`config.mk`:
```
export PLATFORM = sky130hd
export DESIGN_NAME = packet_transfer_retry_sequencer_core
export DESIGN_NICKNAME = d
export VERILOG_FILES = /design/src/design/ptrs_pkg.sv /design/src/design/packet_transfer_retry_sequencer_core.sv
export SDC_FILE = /design/constraint.sdc
export NUM_CORES = 1
export LEC_CHECK = 0
export BUFFER_PORTS_ARGS = -buffer_cell sky130_fd_sc_hd__buf_2
export CORE_MARGIN = 2
export CORE_UTILIZATION = 30
export CTS_CLUSTER_DIAMETER = 100
export DETAILED_ROUTE_END_ITERATION = 6
export SYNTH_ARGS = -nofsm -noshare
export SYNTH_HDL_FRONTEND = slang
export SYNTH_SLANG_ARGS = --single-unit
```
`constraint.sdc`:
```
create_clock -name clk -period 8.8 [get_ports clk]
set_input_delay 0.88 -clock clk [delete_from_list [all_inputs] [get_ports clk]]
set_output_delay 0.88 -clock clk [all_outputs]
set_load 0.05 [all_outputs]
```
`src/design/ptrs_pkg.sv`:
```
// Shared types and constants of the packet transfer retry sequencer.
`timescale 1ns / 1ps

package ptrs_pkg;

	// result action codes
	typedef enum logic [1:0] {
		ACT_NONE  = 2'd0,
		ACT_ISSUE = 2'd1,
		ACT_OK    = 2'd2,
		ACT_FAIL  = 2'd3
	} action_t;

	// configuration register indexes
	localparam logic [1:0] REG_IMAGE_SIZE    = 2'd0;
	localparam logic [1:0] REG_SIZE_CHECKSUM = 2'd1;
	localparam logic [1:0] REG_IMAGE_TAG     = 2'd2;
	localparam logic [1:0] REG_STORAGE_BASE  = 2'd3;

	localparam int unsigned SIZE_W  = 24;
	localparam int unsigned INDEX_W = 17;
	localparam int unsigned LEN_W   = 10;

	localparam logic [11:0]        TIMEOUT_TICKS = 12'd3000;
	localparam logic [5:0]         RESEND_TICKS  = 6'd34;
	localparam logic [1:0]         MAX_MISSED    = 2'd3;
	localparam logic [4:0]         MAX_REFUSED   = 5'd30;
	localparam logic [7:0]         TAG_HIGH      = 8'h45;	// 'E'
	localparam logic [7:0]         TAG_LOW       = 8'h49;	// 'I'
	localparam logic [LEN_W-1:0]   EXT_HEADER    = 10'd21;
	localparam logic [LEN_W-1:0]   SHORT_HEADER  = 10'd4;
	localparam logic [INDEX_W-1:0] TOTAL_MAX     = 17'h1FFFF;

endpackage

```
`src/design/packet_transfer_retry_sequencer_core.sv`:
```
// Stop-and-wait packet sender: header check, packet issue, acknowledge wait and retry.
//
//  channel | direction | handshake          | payload
//  --------+-----------+--------------------+------------------------------------------------
//  in      | to core   | in_valid/in_stall  | mode, send_accepted, response_status
//  out     | from core | out_valid/out_stall| action, packet_number, packet_count,
//          |           |                    | read_address, frame_length, first_frame, updating
//  cfg     | to core   | cfg_we             | cfg_index, cfg_data
//
// One request a cycle while in_stall is low: a tick yields its result in the output register
// in the cycle after it is taken; a response yields none. A new request is taken in the cycle
// the waiting result leaves. After reset and after each image_size write, in_stall holds while
// the packet count and last length are derived (reciprocal multiply, then remainder stage).
// in_stall also rises while a result sits in the output register under out_stall.
`timescale 1ns / 1ps

module packet_transfer_retry_sequencer_core #(
	parameter int unsigned PACKET_BYTES = 200
) (
	input  logic        clk,
	input  logic        arst_n,

	input  logic        in_valid,
	output logic        in_stall,
	input  logic        mode,
	input  logic        send_accepted,
	input  logic [7:0]  response_status,

	output logic        out_valid,
	input  logic        out_stall,
	output logic [1:0]  action,
	output logic [16:0] packet_number,
	output logic [16:0] packet_count,
	output logic [31:0] read_address,
	output logic [9:0]  frame_length,
	output logic        first_frame,
	output logic        updating,

	input  logic        cfg_we,
	input  logic [1:0]  cfg_index,
	input  logic [31:0] cfg_data
);

	localparam int unsigned SW    = ptrs_pkg::SIZE_W;
	localparam int unsigned IW    = ptrs_pkg::INDEX_W;
	localparam int unsigned LW    = ptrs_pkg::LEN_W;
	localparam int unsigned LOG_D = $clog2(PACKET_BYTES);
	localparam int unsigned SHIFT = SW + LOG_D;
	// ceil(2^SHIFT / D): exact quotient for every 24-bit size
	localparam logic [SW:0] RECIP =
		(SW+1)'(((64'd1 << SHIFT) + 64'(PACKET_BYTES) - 64'd1) / 64'(PACKET_BYTES));
	localparam logic [LW-1:0] PB_LEN    = LW'(PACKET_BYTES);
	localparam logic [LW-1:0] FIRST_LEN = ptrs_pkg::EXT_HEADER + LW'(PACKET_BYTES);
	localparam logic [LW-1:0] MID_LEN   = ptrs_pkg::SHORT_HEADER + LW'(PACKET_BYTES);

	typedef enum logic [2:0] {
		PH_VALIDATE = 3'd0,
		PH_SEND     = 3'd1,
		PH_WAIT     = 3'd2,
		PH_REPORT   = 3'd3,
		PH_ABORT    = 3'd4
	} phase_t;

	// configuration
	logic [SW-1:0] image_size_q;
	logic [7:0]    size_checksum_q;
	logic [15:0]   image_tag_q;
	logic [31:0]   storage_base_q;
	logic [1:0]    settle_q;

	// derived size figures
	logic [2*SW:0] size_prod;
	logic [SW-1:0] quo_s1;
	logic [SW-1:0] rem_full;
	logic [SW:0]   total_full;
	logic [IW-1:0] total_s2;
	logic          oversize_s2;
	logic [LW-1:0] last_s2;

	// sequencer state
	phase_t        phase_q, phase_d;
	logic [11:0]   tick_q, tick_d;
	logic [5:0]    ack_wait_q, ack_wait_d;
	logic [1:0]    missed_q, missed_d;
	logic [4:0]    fails_q, fails_d;
	logic [IW-1:0] index_q, index_d;
	logic [IW-1:0] total_q, total_d;
	logic [LW-1:0] last_q, last_d;
	logic [31:0]   offset_q, offset_d;
	logic          success_q, success_d;
	logic          busy_q, busy_d;
	logic          ack_q, ack_d;

	// result being built
	ptrs_pkg::action_t res_action;
	logic [IW-1:0] res_number, res_count;
	logic [31:0]   res_address;
	logic [LW-1:0] res_length;
	logic          res_first;
	logic          res_updating;

	logic          out_valid_q;
	logic [1:0]    action_q;
	logic [IW-1:0] number_q, count_q;
	logic [31:0]   address_q;
	logic [LW-1:0] length_q;
	logic          first_q, updating_q;

	logic          can_load, take, tick;
	logic [7:0]    size_sum;
	logic [IW:0]   next_index;
	logic [5:0]    ack_wait_inc;
	logic [1:0]    missed_inc;
	logic [4:0]    fails_inc;

	assign can_load = !out_valid_q || !out_stall;
	assign in_stall = !can_load || (settle_q != 2'd0);
	assign take     = in_valid && !in_stall;
	assign tick     = take && !mode;

	always_ff @(posedge clk or negedge arst_n) begin
		if (!arst_n) begin
			image_size_q    <= '0;
			size_checksum_q <= '0;
			image_tag_q     <= '0;
			storage_base_q  <= '0;
			settle_q        <= 2'd2;
		end else begin
			if (settle_q != 2'd0)
				settle_q <= settle_q - 2'd1;
			if (cfg_we) begin
				unique case (cfg_index)
					ptrs_pkg::REG_IMAGE_SIZE: begin
						image_size_q <= cfg_data[SW-1:0];
						settle_q     <= 2'd2;
					end
					ptrs_pkg::REG_SIZE_CHECKSUM: size_checksum_q <= cfg_data[7:0];
					ptrs_pkg::REG_IMAGE_TAG:     image_tag_q     <= cfg_data[15:0];
					ptrs_pkg::REG_STORAGE_BASE:  storage_base_q  <= cfg_data;
					default: ;
				endcase
			end
		end
	end

	// size / PACKET_BYTES by reciprocal, then remainder and round-up
	assign size_prod  = (2*SW+1)'(image_size_q) * (2*SW+1)'(RECIP);
	assign rem_full   = image_size_q - SW'(quo_s1 * SW'(PACKET_BYTES));
	assign total_full = {1'b0, quo_s1} + (SW+1)'(rem_full != '0);

	always_ff @(posedge clk) begin
		quo_s1      <= SW'(size_prod >> SHIFT);
		total_s2    <= total_full[IW-1:0];
		oversize_s2 <= total_full > (SW+1)'(ptrs_pkg::TOTAL_MAX);
		last_s2     <= (rem_full != '0) ? rem_full[LW-1:0] : PB_LEN;
	end

	assign size_sum     = image_size_q[23:16] + image_size_q[15:8] + image_size_q[7:0];
	assign next_index   = {1'b0, index_q} + (IW+1)'(1);
	assign ack_wait_inc = ack_wait_q + 6'd1;
	assign missed_inc   = missed_q + 2'd1;
	assign fails_inc    = fails_q + 5'd1;

	always_comb begin
		phase_t ph;

		phase_d    = phase_q;
		tick_d     = tick_q;
		ack_wait_d = ack_wait_q;
		missed_d   = missed_q;
		fails_d    = fails_q;
		index_d    = index_q;
		total_d    = total_q;
		last_d     = last_q;
		offset_d   = offset_q;
		success_d  = success_q;
		busy_d     = busy_q;
		ack_d      = ack_q;

		res_action  = ptrs_pkg::ACT_NONE;
		res_number  = '0;
		res_count   = '0;
		res_address = '0;
		res_length  = '0;
		res_first   = 1'b0;
		ph          = phase_q;

		if (take && mode) begin
			if (response_status == 8'd0)
				ack_d = 1'b1;
		end else if (tick) begin
			tick_d = tick_q + 12'd1;
			if (tick_d >= ptrs_pkg::TIMEOUT_TICKS) begin
				tick_d = '0;
				ph     = PH_ABORT;
			end
			unique case (ph)
				PH_VALIDATE: begin
					if (size_sum != size_checksum_q) begin
						phase_d = PH_ABORT;
					end else begin
						last_d = last_s2;
						if (oversize_s2 || image_tag_q != {ptrs_pkg::TAG_HIGH, ptrs_pkg::TAG_LOW}) begin
							phase_d = PH_ABORT;
						end else begin
							index_d  = IW'(1);
							total_d  = total_s2;
							offset_d = '0;
							phase_d  = PH_SEND;
							busy_d   = 1'b1;
						end
					end
				end
				PH_SEND: begin
					if (index_q == '0 || index_q > total_q) begin
						success_d = 1'b0;
						phase_d   = PH_REPORT;
					end else begin
						res_action  = ptrs_pkg::ACT_ISSUE;
						res_number  = index_q;
						res_count   = total_q;
						res_address = storage_base_q + offset_q;
						res_first   = (index_q == IW'(1));
						if (res_first)
							res_length = FIRST_LEN;
						else if (index_q == total_q)
							res_length = ptrs_pkg::SHORT_HEADER + last_q;
						else
							res_length = MID_LEN;
						if (send_accepted) begin
							phase_d    = PH_WAIT;
							ack_wait_d = '0;
							fails_d    = '0;
						end else begin
							fails_d = fails_inc;
							if (fails_inc >= ptrs_pkg::MAX_REFUSED) begin
								success_d = 1'b0;
								phase_d   = PH_REPORT;
							end
						end
					end
				end
				PH_WAIT: begin
					if (ack_q) begin
						ack_d    = 1'b0;
						missed_d = '0;
						phase_d  = PH_SEND;
						index_d  = next_index[IW-1:0];
						offset_d = offset_q + 32'(PACKET_BYTES);
						if (next_index > {1'b0, total_q}) begin
							total_d   = '0;
							success_d = 1'b1;
							phase_d   = PH_REPORT;
						end
					end else begin
						ack_wait_d = ack_wait_inc;
						if (ack_wait_inc >= ptrs_pkg::RESEND_TICKS) begin
							phase_d    = PH_SEND;
							ack_wait_d = '0;
							missed_d   = missed_inc;
							if (missed_inc >= ptrs_pkg::MAX_MISSED) begin
								missed_d  = '0;
								success_d = 1'b0;
								phase_d   = PH_REPORT;
							end
						end
					end
				end
				default: begin
					// report, abort: give the verdict and start over
					if (ph == PH_REPORT && success_q)
						res_action = ptrs_pkg::ACT_OK;
					else
						res_action = ptrs_pkg::ACT_FAIL;
					phase_d    = PH_VALIDATE;
					tick_d     = '0;
					ack_wait_d = '0;
					missed_d   = '0;
					fails_d    = '0;
					index_d    = '0;
					total_d    = '0;
					last_d     = '0;
					offset_d   = '0;
					success_d  = 1'b0;
					busy_d     = 1'b0;
					ack_d      = 1'b0;
				end
			endcase
		end

		res_updating = (res_action == ptrs_pkg::ACT_NONE || res_action == ptrs_pkg::ACT_ISSUE)
			? busy_d : 1'b0;
	end

	always_ff @(posedge clk or negedge arst_n) begin
		if (!arst_n) begin
			phase_q     <= PH_VALIDATE;
			tick_q      <= '0;
			ack_wait_q  <= '0;
			missed_q    <= '0;
			fails_q     <= '0;
			index_q     <= '0;
			total_q     <= '0;
			last_q      <= '0;
			offset_q    <= '0;
			success_q   <= 1'b0;
			busy_q      <= 1'b0;
			ack_q       <= 1'b0;
			out_valid_q <= 1'b0;
			action_q    <= '0;
			number_q    <= '0;
			count_q     <= '0;
			address_q   <= '0;
			length_q    <= '0;
			first_q     <= 1'b0;
			updating_q  <= 1'b0;
		end else begin
			phase_q    <= phase_d;
			tick_q     <= tick_d;
			ack_wait_q <= ack_wait_d;
			missed_q   <= missed_d;
			fails_q    <= fails_d;
			index_q    <= index_d;
			total_q    <= total_d;
			last_q     <= last_d;
			offset_q   <= offset_d;
			success_q  <= success_d;
			busy_q     <= busy_d;
			ack_q      <= ack_d;
			if (can_load) begin
				out_valid_q <= tick;
				action_q    <= res_action;
				number_q    <= res_number;
				count_q     <= res_count;
				address_q   <= res_address;
				length_q    <= res_length;
				first_q     <= res_first;
				updating_q  <= res_updating;
			end
		end
	end

	assign out_valid     = out_valid_q;
	assign action        = action_q;
	assign packet_number = number_q;
	assign packet_count  = count_q;
	assign read_address  = address_q;
	assign frame_length  = length_q;
	assign first_frame   = first_q;
	assign updating      = updating_q;

endmodule

```
==> flow_summary.json, run 1 <==
{
  "drt_iter0_markers": 1490,
  "holdCritPathClass": "in2async",
  "initial_core_util_pct": 30.27,
  "regArea_sq_um": 7584,
  "max_stage_delay_ns": 0.58,
  "clockRootBuffer": "clkbuf_16",
  "grt_max_degree": 141,
  "hold_buffers": 0,
  "core_sq_um": 90010,
  "yosysWarnings": 0,
  "clockBufferDepth": 3,
  "rsz0062_at_grt": "false",
  "avgSynthCellArea_sq_um": 9.914,
  "clock_latency_ns": 0.56,
  "layout_common_cells": "ha_1, inv_1, dfrtp_1",
  "postCtsSetupBuffers": 0,
  "drv_cap": 0,
  "critPathArrivalTime_ns": 7.87,
  "port_buffers": 130,
  "grt_pass1_wl_mm": 116.1,
  "finalCritPeriodShare_pct": 84.55,
  "worstSetupPathType": "reg2reg",
  "crit_path_end_kind": "register",
  "yosysUniqueCellTypes": 83,
  "synth-edff-count": 0,
  "cts_resized": 0,
  "tightest_slew_ns": 1.108,
  "skew_ns": 0.02960,
  "cpMostUsedCell": "ha_1",
  "cp_data_required_time_ns": 9.23,
  "rrSetupSlack_ns": 1.36,
  "drive_above_1_share_pct": 10.34,
  "final_common_cell": "ha_1",
  "relSlewSlack_pct": 26.03,
  "wire_per_inst_um": 17.76,
  "row_count": 110,
  "cts_buffers": 36,
  "period_needed_ns": 7.441,
  "multiInputGateArea_sq_um": 18030,
  "nets": 3545,
  "io_pins": 131,
  "viasPerCell": 4.935,
  "ys_ff_latch": 312,
  "vias": 20080,
  "async_flop_share_pct": 85.58,
  "netlist_top_cells_area": "dfrtp_1, ha_1, fa_1, inv_1, dfxtp_1",
  "design.die.area_sq_um": 93240,
  "critPathLaunchType": "register",
  "yosys.area.top_type_share_pct": 24.43,
  "critPathMaxFanout": 7,
  "crit_slowest_cell": "a2111oi_0",
  "area_growth_pct": 11.61,
  "first_pass_iters": 5,
  "syn_nets": 3426,
  "synth-main-ff-cell": "dfrtp_1",
  "ys_seq_area_share_pct": 27.84,
  "final.fill_count": 9300,
  "netlist_area_sq_um": 27240,
  "slew_viol_final": 0,
  "detail_route.wirelength_mm": 72.26,
  "grt_use_total_pct": 15.68,
  "setup_tns_ns": 0,
  "drcViolationCount": 0,
  "max_freq_ghz": 0.1344,
  "die_h_um": 305.3,
  "overflow": 0,
  "die_w_um": 305.3,
  "place.gp.congestion": 0.9179,
  "ant_nets": 0,
  "path_clk_slew_ns": 0.07,
  "grt_pass1_vias": 20320,
  "yosysTopAreaCell": "dfrtp_1",
  "cts_tree": "done",
  "setup_viol": 0,
  "cts.sinks": 312,
  "htree_levels": 2,
  "n_antenna_cell": 0,
  "syn_inst": 2748,
  "antenna_found_initial": 0,
  "dp_hpwl_mm": 57.91,
  "hold_violations": 0,
  "status": "complete, no violations"
}
==> final timing paths <==
check	from	end	cells after the start
worst max register to register	quo_s1[1]$_DFF_P_	oversize_s2$_DFF_P_	29
max in group asynchronous	arst_n	packet_count[5]$_DFFE_PN0N_	2
min in group clk	last_s2[4]$_SDFF_PP0_	last_q[4]$_DFFE_PN0P_	2
worst min-delay path	arst_n	offset_q[25]$_DFFE_PN0P_	1
worst max-delay path	quo_s1[1]$_DFF_P_	oversize_s2$_DFF_P_	29
worst min register to register	last_s2[4]$_SDFF_PP0_	last_q[4]$_DFFE_PN0P_	2
==> layout make-up <==
type,count,share of cell area [%]
clock buffer,52,3.457
clock inverter,12,0.2881
inverter,368,4.543
multi-input combinational,2002,59.30
sequential,312,24.94
tap,1176,4.839
timing repair buffer,147,2.634
==> state kept, by name, indices dropped and copies added (netlist names), 5 cells and up <==
name	cells
offset_q	29
index_q	17
ack_wait_q	6
read_address	32
total_s2	17
image_size_q	24
size_checksum_q	8
total_q	17
last_s2	10
packet_count	17
image_tag_q	16
frame_length	10
tick_q	12
packet_number	17
quo_s1	17
fails_q	5
last_q	10
storage_base_q	32
==> metal layers <==
metal | vias up | part of all wire (%) | GRT usage (%)
met2 | 451 | 48 | 26.95
met3 | 96 | 4.5 | 1.664
li1 | 9617 | - | -
met4 | 0 | 2.5 | 4.101
met1 | 9918 | 45 | 20.95
met5 | - | 0 | 0
==> cell families after synthesis <==
logic type	share of synthesized area, %
xor+xnor	4.726
buf+inv	6.058
compound gates	12.03
flops	27.84
mux	3.077
fa+ha+maj	35.03
simple gates	11.24
==> Yosys cell counts (34+ instances only) <==
cell        n
dfrtp_1   266
o21ai_0   162
dfxtp_1    45
nand2_1   236
clkbuf_1   48
a22o_1     34
a21o_1     52
nand3_1    62
xnor2_1    76
nor2_1    129
xor2_1     71
inv_1     368
fa_1      223
nor3_1     35
a21oi_1    98
ha_1      406
mux2_2     70
==> worst max-delay path, delay by kind of cell, from the launching register on <==
family	cells	cell delay [ns]
AND/OR/NAND/NOR	14	2.93
AO/OA/AOI/OAI	8	1.99
XOR/XNOR	1	0.13
flip-flops	1	0.44
adder cells (fa/ha/maj)	6	1.82
==> through the flow <==
stage                     instance area [sq um]  utilization [%]  setup WS, ns  hold WS [ns]  std cells
after global placement                    29270            32.51         1.543        0.4165       4005
after global routing                      30400            33.78        0.8916        0.4376       4069
final                                     30400            33.78         1.359        0.3912       4069
after CTS                                 30400            33.78         1.384        0.4238       4069
after detailed placement                  29270            32.51         1.448        0.4209       4005
after floorplan                           27240                -         2.189        0.4087       2748
Power of run 1 is left out: the tool's default activity adds up to more than one toggle a clock period on the data nets, which glitch-free logic cannot reach.
==> inputs of run 2 (changes only) <==
--- a/config.mk
+++ b/config.mk
@@ -5,6 +5,7 @@
 export SDC_FILE = /design/constraint.sdc
 export NUM_CORES = 1
 export LEC_CHECK = 0
+export ABC_AREA = 1
 export BUFFER_PORTS_ARGS = -buffer_cell sky130_fd_sc_hd__buf_2
 export CORE_MARGIN = 2
 export CORE_UTILIZATION = 30
==> constraint.sdc (replaced) <==
create_clock -name clk -period 6.2 [get_ports clk]
set_input_delay 0.62 -clock clk [delete_from_list [all_inputs] [get_ports clk]]
set_output_delay 0.62 -clock clk [all_outputs]
set_load 0.05 [all_outputs]
==> flow_summary.json, run 2 <==
{
  "critPathMaxFanout": 5,
  "max_freq_ghz": 0.1646,
  "async_flop_share_pct": 85.58,
  "detail_route.wirelength_mm": 85.88,
  "dp_hpwl_mm": 71.39,
  "worstSetupPathType": "reg2reg",
  "crit_path_end_kind": "register",
  "cp.depth": 21,
  "synth-simple-area-share_pct": 19.25,
  "synth_fa_ha_area_share_pct": 32.68,
  "r2r_start": "image_size_q[8]$_DFFE_PN0P_",
  "route.met2.wl_mm": 38.73,
  "routed-wl-met3_mm": 4.968,
  "max_stage_delay_ns": 0.63,
  "vias": 23970,
  "nets": 4408,
  "ys_seq_area_share_pct": 25.97,
  "cts_buffers": 38,
  "synth_mux_area_share_pct": 0.3428,
  "initial_core_util_pct": 30.24,
  "skew_ns": 0.02465,
  "antenna_found_initial": 3,
  "synth-edff-count": 0,
  "viasPerCell": 4.761,
  "status": "complete, no violations",
  "regToRegEndpoint": "quo_s1[16]$_DFF_P_",
  "design.die.area_sq_um": 99850,
  "grt_pass1_wl_mm": 135.4,
  "overflow": 0,
  "clock_latency_ns": 0.59,
  "finalCritPeriodShare_pct": 97.96,
  "syn_nets": 4227,
  "io_pins": 131,
  "drcViolationCount": 0,
  "clockBufferDepth": 3,
  "rrSetupSlack_ns": 0.13,
  "drive_above_1_share_pct": 9.814,
  "critPathArrivalTime_ns": 6.53,
  "netlist_top_cells_area": "dfrtp_1, ha_1, fa_1, nand2_1, inv_1",
  "cts.sinks": 312,
  "r2r_cells": 21,
  "period_needed_ns": 6.074,
  "layout_common_cells": "nand2_1, inv_1, ha_1",
  "avgSynthCellArea_sq_um": 8.228,
  "met1_length_mm": 39.91,
  "hold_violations": 0,
  "core_sq_um": 96570,
  "top_layer_used": "met5",
  "fin_util_pct": 34.39,
  "finalNonFillerCells": 5036,
  "worstPathCellList": "fa_2 > inv_2 > fa_1 > inv_1 > fa_1 > inv_1 > fa_1 > fa_1 > inv_1 > fa_1 > fa_1 > ha_4 > a21o_1 > o21bai_1 > a21oi_1 > o21ai_1 > nand2_1 > nand4_1 > nand2_1 > nand2_1 > xor2_1",
  "cp_top_family": "adder cells",
  "synth-main-ff-cell": "dfrtp_1",
  "row_count": 114,
  "grt_max_degree": 108,
  "netlist_area_sq_um": 29200,
  "ant_nets": 0,
  "relSlewSlack_pct": 15.47,
  "cts_tree": "done",
  "worst-path-buf-inv": 4,
  "slew_viol_final": 0,
  "crit_slowest_cell": "fa_2",
  "grt_use_total_pct": 17.35,
  "n_antenna_cell": 0,
  "setup_viol": 0,
  "tightest_slew_ns": 1.264,
  "drv_cap": 0,
  "synth_xor_area_share_pct": 4.075,
  "yosysMostFrequentCell": "nand2_1",
  "dpl.cell_count": 4963,
  "yosys.area.top_type_share_pct": 22.79,
  "die_w_um": 316.0,
  "yosysUniqueCellTypes": 56,
  "holdCritPathClass": "in2async",
  "rsz0062_at_grt": "true",
  "port_buffers": 130,
  "first_pass_iters": 7,
  "synth_top_family_by_area": "adder cells",
  "drt_iter0_markers": 1774,
  "cpMostUsedCell": "fa_1",
  "yosysWarnings": 0,
  "cp_data_required_time_ns": 6.65,
  "critPathLaunchType": "register",
  "ys_ff_latch": 312,
  "path_clk_slew_ns": 0.06,
  "syn_inst": 3549,
  "synth_commonest_cells": "nand2_1, inv_1, ha_1",
  "wire_per_inst_um": 17.05,
  "htree_levels": 2,
  "final.fill_count": 10160,
  "crit_end": "quo_s1[16]$_DFF_P_",
  "synth-compound-area-share_pct": 9.161,
  "place.gp.congestion": 0.9575,
  "grt_pass1_vias": 23600,
  "clockRootBuffer": "clkbuf_16",
  "yosysTopAreaCell": "dfrtp_1",
  "startpoint": "image_size_q[8]$_DFFE_PN0P_",
  "final_common_cell": "nand2_1",
  "die_h_um": 316.0,
  "area_growth_pct": 13.72
}
[run 2: cell types whose count changed after synthesis, sizes merged, moves of 62 or more]
cell	before	now
nand2	236	766
inv	368	591
o21ai	184	288
nor2	129	232
nand3	62	160
mux2	70	8
[run 2: layout make-up]
type	count	area (sq um)	area share (%)
clock buffers	53	1087	3.274
clock inverters	17	244.0	0.7347
repair buffers	198	1204	3.625
multi-input cells	2589	19260	57.99
flip-flops and latches	312	7602	22.89
inverters	591	2218	6.680
well taps	1276	1597	4.808
[run 2: how the worst min path moves through the flow]
stage / from / slack, ns / endpoint
3_5_place_dp: settle_q[0]$_DFF_PN0_ / 0.41 / settle_q[0]$_DFF_PN0_
6_report: arst_n / 0.07 / packet_number[15]$_DFFE_PN0N_
3_3_place_gp: settle_q[0]$_DFF_PN0_ / 0.41 / settle_q[0]$_DFF_PN0_
5_1_grt: arst_n / 0.13 / packet_count[14]$_DFFE_PN0N_
2_1_floorplan: arst_n / 0.32 / ack_q$_DFFE_PN0P_
4_1_cts: arst_n / 0.09 / packet_number[8]$_DFFE_PN0N_
[run 2: logic make-up after synthesis]
kind of cell,count (synthesis)
AOI/OAI and AO/OA,499
muxes,9
adders and majority gates,629
buffers and inverters,648
DFF,312
and+or+nand+nor,1317
xor gates and xnor gates,135
[run 2: stage by stage]
stage | hold slack, ns | TNS, ns | worst slack, ns | instance area [sq um]
final | 0.07039 | 0 | 0.1263 | 33210
after global routing | 0.1291 | -0.1835 | -0.05510 | 33210
after CTS | 0.09350 | 0 | 0.002260 | 33050
after detailed placement | 0.4141 | 0 | 0.01049 | 31720
after global placement | 0.4100 | 0 | 0.07743 | 31720
after floorplan | 0.3244 | 0 | 0.5374 | 29200
[run 2: worst register-to-register path: cells and delay by family, from the launching register on]
kind	cells	cell delay, ns
adders and majority gates	8	3.96
AOI/OAI and AO/OA	4	0.61
and+or+nand+nor	4	0.56
DFF	1	0.45
buffers and inverters	4	0.23
xor gates and xnor gates	1	0.14
[run 2: metal layers]
layer / GRT usage, % / vias to the layer above
li1: - / 11840
met1: 24.50 / 11400
met2: 27.63 / 619
met3: 2.722 / 114
met4: 4.373 / 2
met5: 0.3314 / -
[run 2: timing repair]
action                                  in CTS  in global routing
buffers inserted                             0                  3
endpoints found under the setup margin       0                 14
gates resized for setup                      0                 44
hold buffers                                 0                  0
endpoints found under the hold margin        0                  0
Power of run 2 is left out for the same reason.
==> inputs of run 3 (changes only) <==
--- a/config.mk
+++ b/config.mk
@@ -8,7 +8,7 @@
 export ABC_AREA = 1
 export BUFFER_PORTS_ARGS = -buffer_cell sky130_fd_sc_hd__buf_2
 export CORE_MARGIN = 2
-export CORE_UTILIZATION = 30
+export CORE_UTILIZATION = 40
 export CTS_CLUSTER_DIAMETER = 100
 export DETAILED_ROUTE_END_ITERATION = 6
 export SYNTH_ARGS = -nofsm -noshare
==> flow_summary.json, run 3 (synthesized netlist as in run 2, its figures left out) <==
{
  "tightest_slew_ns": 1.101,
  "max_freq_ghz": 0.1661,
  "clock_latency_ns": 0.59,
  "holdCritPathClass": "in2async",
  "regToRegEndpoint": "quo_s1[5]$_DFF_P_",
  "skew_ns": 0.02392,
  "top_layer_used": "met4",
  "core_sq_um": 72590,
  "grt_pass1_vias": 23810,
  "drcViolationCount": 0,
  "rrSetupSlack_ns": 0.18,
  "dp_slack_ns": -0.02614,
  "grt_pass1_wl_mm": 134.2,
  "finalCritPeriodShare_pct": 97.11,
  "met1_length_mm": 39.49,
  "io_pins": 131,
  "htree_levels": 2,
  "routed-wl-met3_mm": 3.325,
  "place.gp.congestion": 0.9404,
  "hold_buffers": 0,
  "ant_nets": 0,
  "finalWorstSetupSlack_ns": 0.1790,
  "hold_violations": 0,
  "detail_route.wirelength_mm": 84.77,
  "grt_max_degree": 121,
  "port_buffers": 130,
  "drt_iter0_markers": 1498,
  "fin_util_pct": 45.17,
  "final_common_cell": "nand2_1",
  "clockBufferDepth": 3,
  "critPathMaxFanout": 5,
  "nets": 4399,
  "cp_data_required_time_ns": 6.63,
  "rsz0062_at_grt": "true",
  "critPathArrivalTime_ns": 6.45,
  "antenna_found_initial": 0,
  "final.fill_count": 7233,
  "wire_per_inst_um": 17.99,
  "status": "complete, no violations",
  "drv_cap": 0,
  "first_pass_iters": 5,
  "setup_tns_ns": 0,
  "dp_hpwl_mm": 70.43,
  "cts.sinks": 312,
  "overflow": 0,
  "initial_core_util_pct": 40.23,
  "area_growth_pct": 12.27,
  "slew_viol_final": 0,
  "grt_use_total_pct": 22.93,
  "cts_tree": "done",
  "crit_path_end_kind": "register",
  "vias": 23750,
  "n_antenna_cell": 0,
  "r2r_cells": 19,
  "setup_viol": 0,
  "path_clk_slew_ns": 0.06,
  "row_count": 99,
  "critPathLaunchType": "register",
  "worstSetupPathType": "reg2reg",
  "viasPerCell": 5.042,
  "r2r_start": "image_size_q[1]$_DFFE_PN0P_",
  "period_needed_ns": 6.021,
  "die_h_um": 274.2,
  "layout_common_cells": "nand2_1, inv_1, ha_1",
  "cts_buffers": 40,
  "die_w_um": 274.2,
  "clockRootBuffer": "clkbuf_16",
  "relSlewSlack_pct": 26.46,
  "route.met2.wl_mm": 39.64,
  "drive_above_1_share_pct": 9.355,
  "design.die.area_sq_um": 75180
}
## run 3: changes by cell type in the layout (fill, tap and decap cells not counted), sizes merged
| cell | previous run | this run |
|---|---|---|
| buf | 198 | 187 |
| bufinv | 3 | 4 |
| clkinvlp | 3 | 4 |
| clkinv | 9 | 14 |
| clkbuf | 53 | 48 |
| inv | 593 | 594 |
## run 3: worst max path at each step
stage / startpoint / to / slack, ns / cells after the start
floorplan: image_size_q[7]$_DFFE_PN0P_ / quo_s1[16]$_DFF_P_ / 0.54 / 21
CTS: image_size_q[6]$_DFFE_PN0P_ / quo_s1[5]$_DFF_P_ / 0.03 / 21
global placement: image_size_q[14]$_DFFE_PN0P_ / quo_s1[6]$_DFF_P_ / -0.03 / 19
finish: image_size_q[1]$_DFFE_PN0P_ / quo_s1[5]$_DFF_P_ / 0.18 / 19
detailed placement: image_size_q[6]$_DFFE_PN0P_ / quo_s1[5]$_DFF_P_ / -0.03 / 24
global route: image_size_q[6]$_DFFE_PN0P_ / quo_s1[5]$_DFF_P_ / -0.03 / 25
## run 3: per-stage QoR
step           cell area (sq um)  std cells  hold WS, ns
6_report                   32780       4711      0.06694
5_1_grt                    32780       4711       0.1072
4_1_cts                    32680       4711      0.08405
3_5_place_dp               31250       4638       0.4203
3_3_place_gp               31250       4638       0.4128
2_1_floorplan              29200       3549       0.3244
## run 3: critical path, cell delays in order (launching register included)
cell and delay, ns:
dfrtp_1 0.53, buf_4 0.21, inv_1 0.12, ha_1 0.39, fa_1 0.45, ha_1 0.32, fa_1 0.52, inv_1 0.05
fa_1 0.48, inv_1 0.06, fa_1 0.52, fa_1 0.51, ha_1 0.36, nand2_1 0.13, o21ai_0 0.45, a21oi_1 0.14
o21ai_1 0.27, nand2_1 0.12, nand3_1 0.10, nand2_2 0.14
## run 3: final cells by class
class	instances	area, sq um	area share (%)
multi-input cells	2589	19270	58.77
inverters	591	2218	6.767
repair buffers	187	1101	3.359
flip-flops and latches	312	7586	23.14
clock inverters	25	321.6	0.9808
clock buffers	48	1091	3.328
well taps	959	1200	3.660
## run 3: routing by layer
layer / up-vias / GRT usage [%]
met5: - / 0
met4: 0 / 6.021
met2: 423 / 37.89
li1: 11820 / -
met1: 11400 / 31.65
met3: 103 / 2.986
## run 3: what timing repair did
action / in CTS / in global routing
pin swaps: 0 / 1
setup endpoints to repair: 3 / 11
resized for setup: 4 / 26
buffers inserted: 0 / 0
Power of run 3 is left out for the same reason.
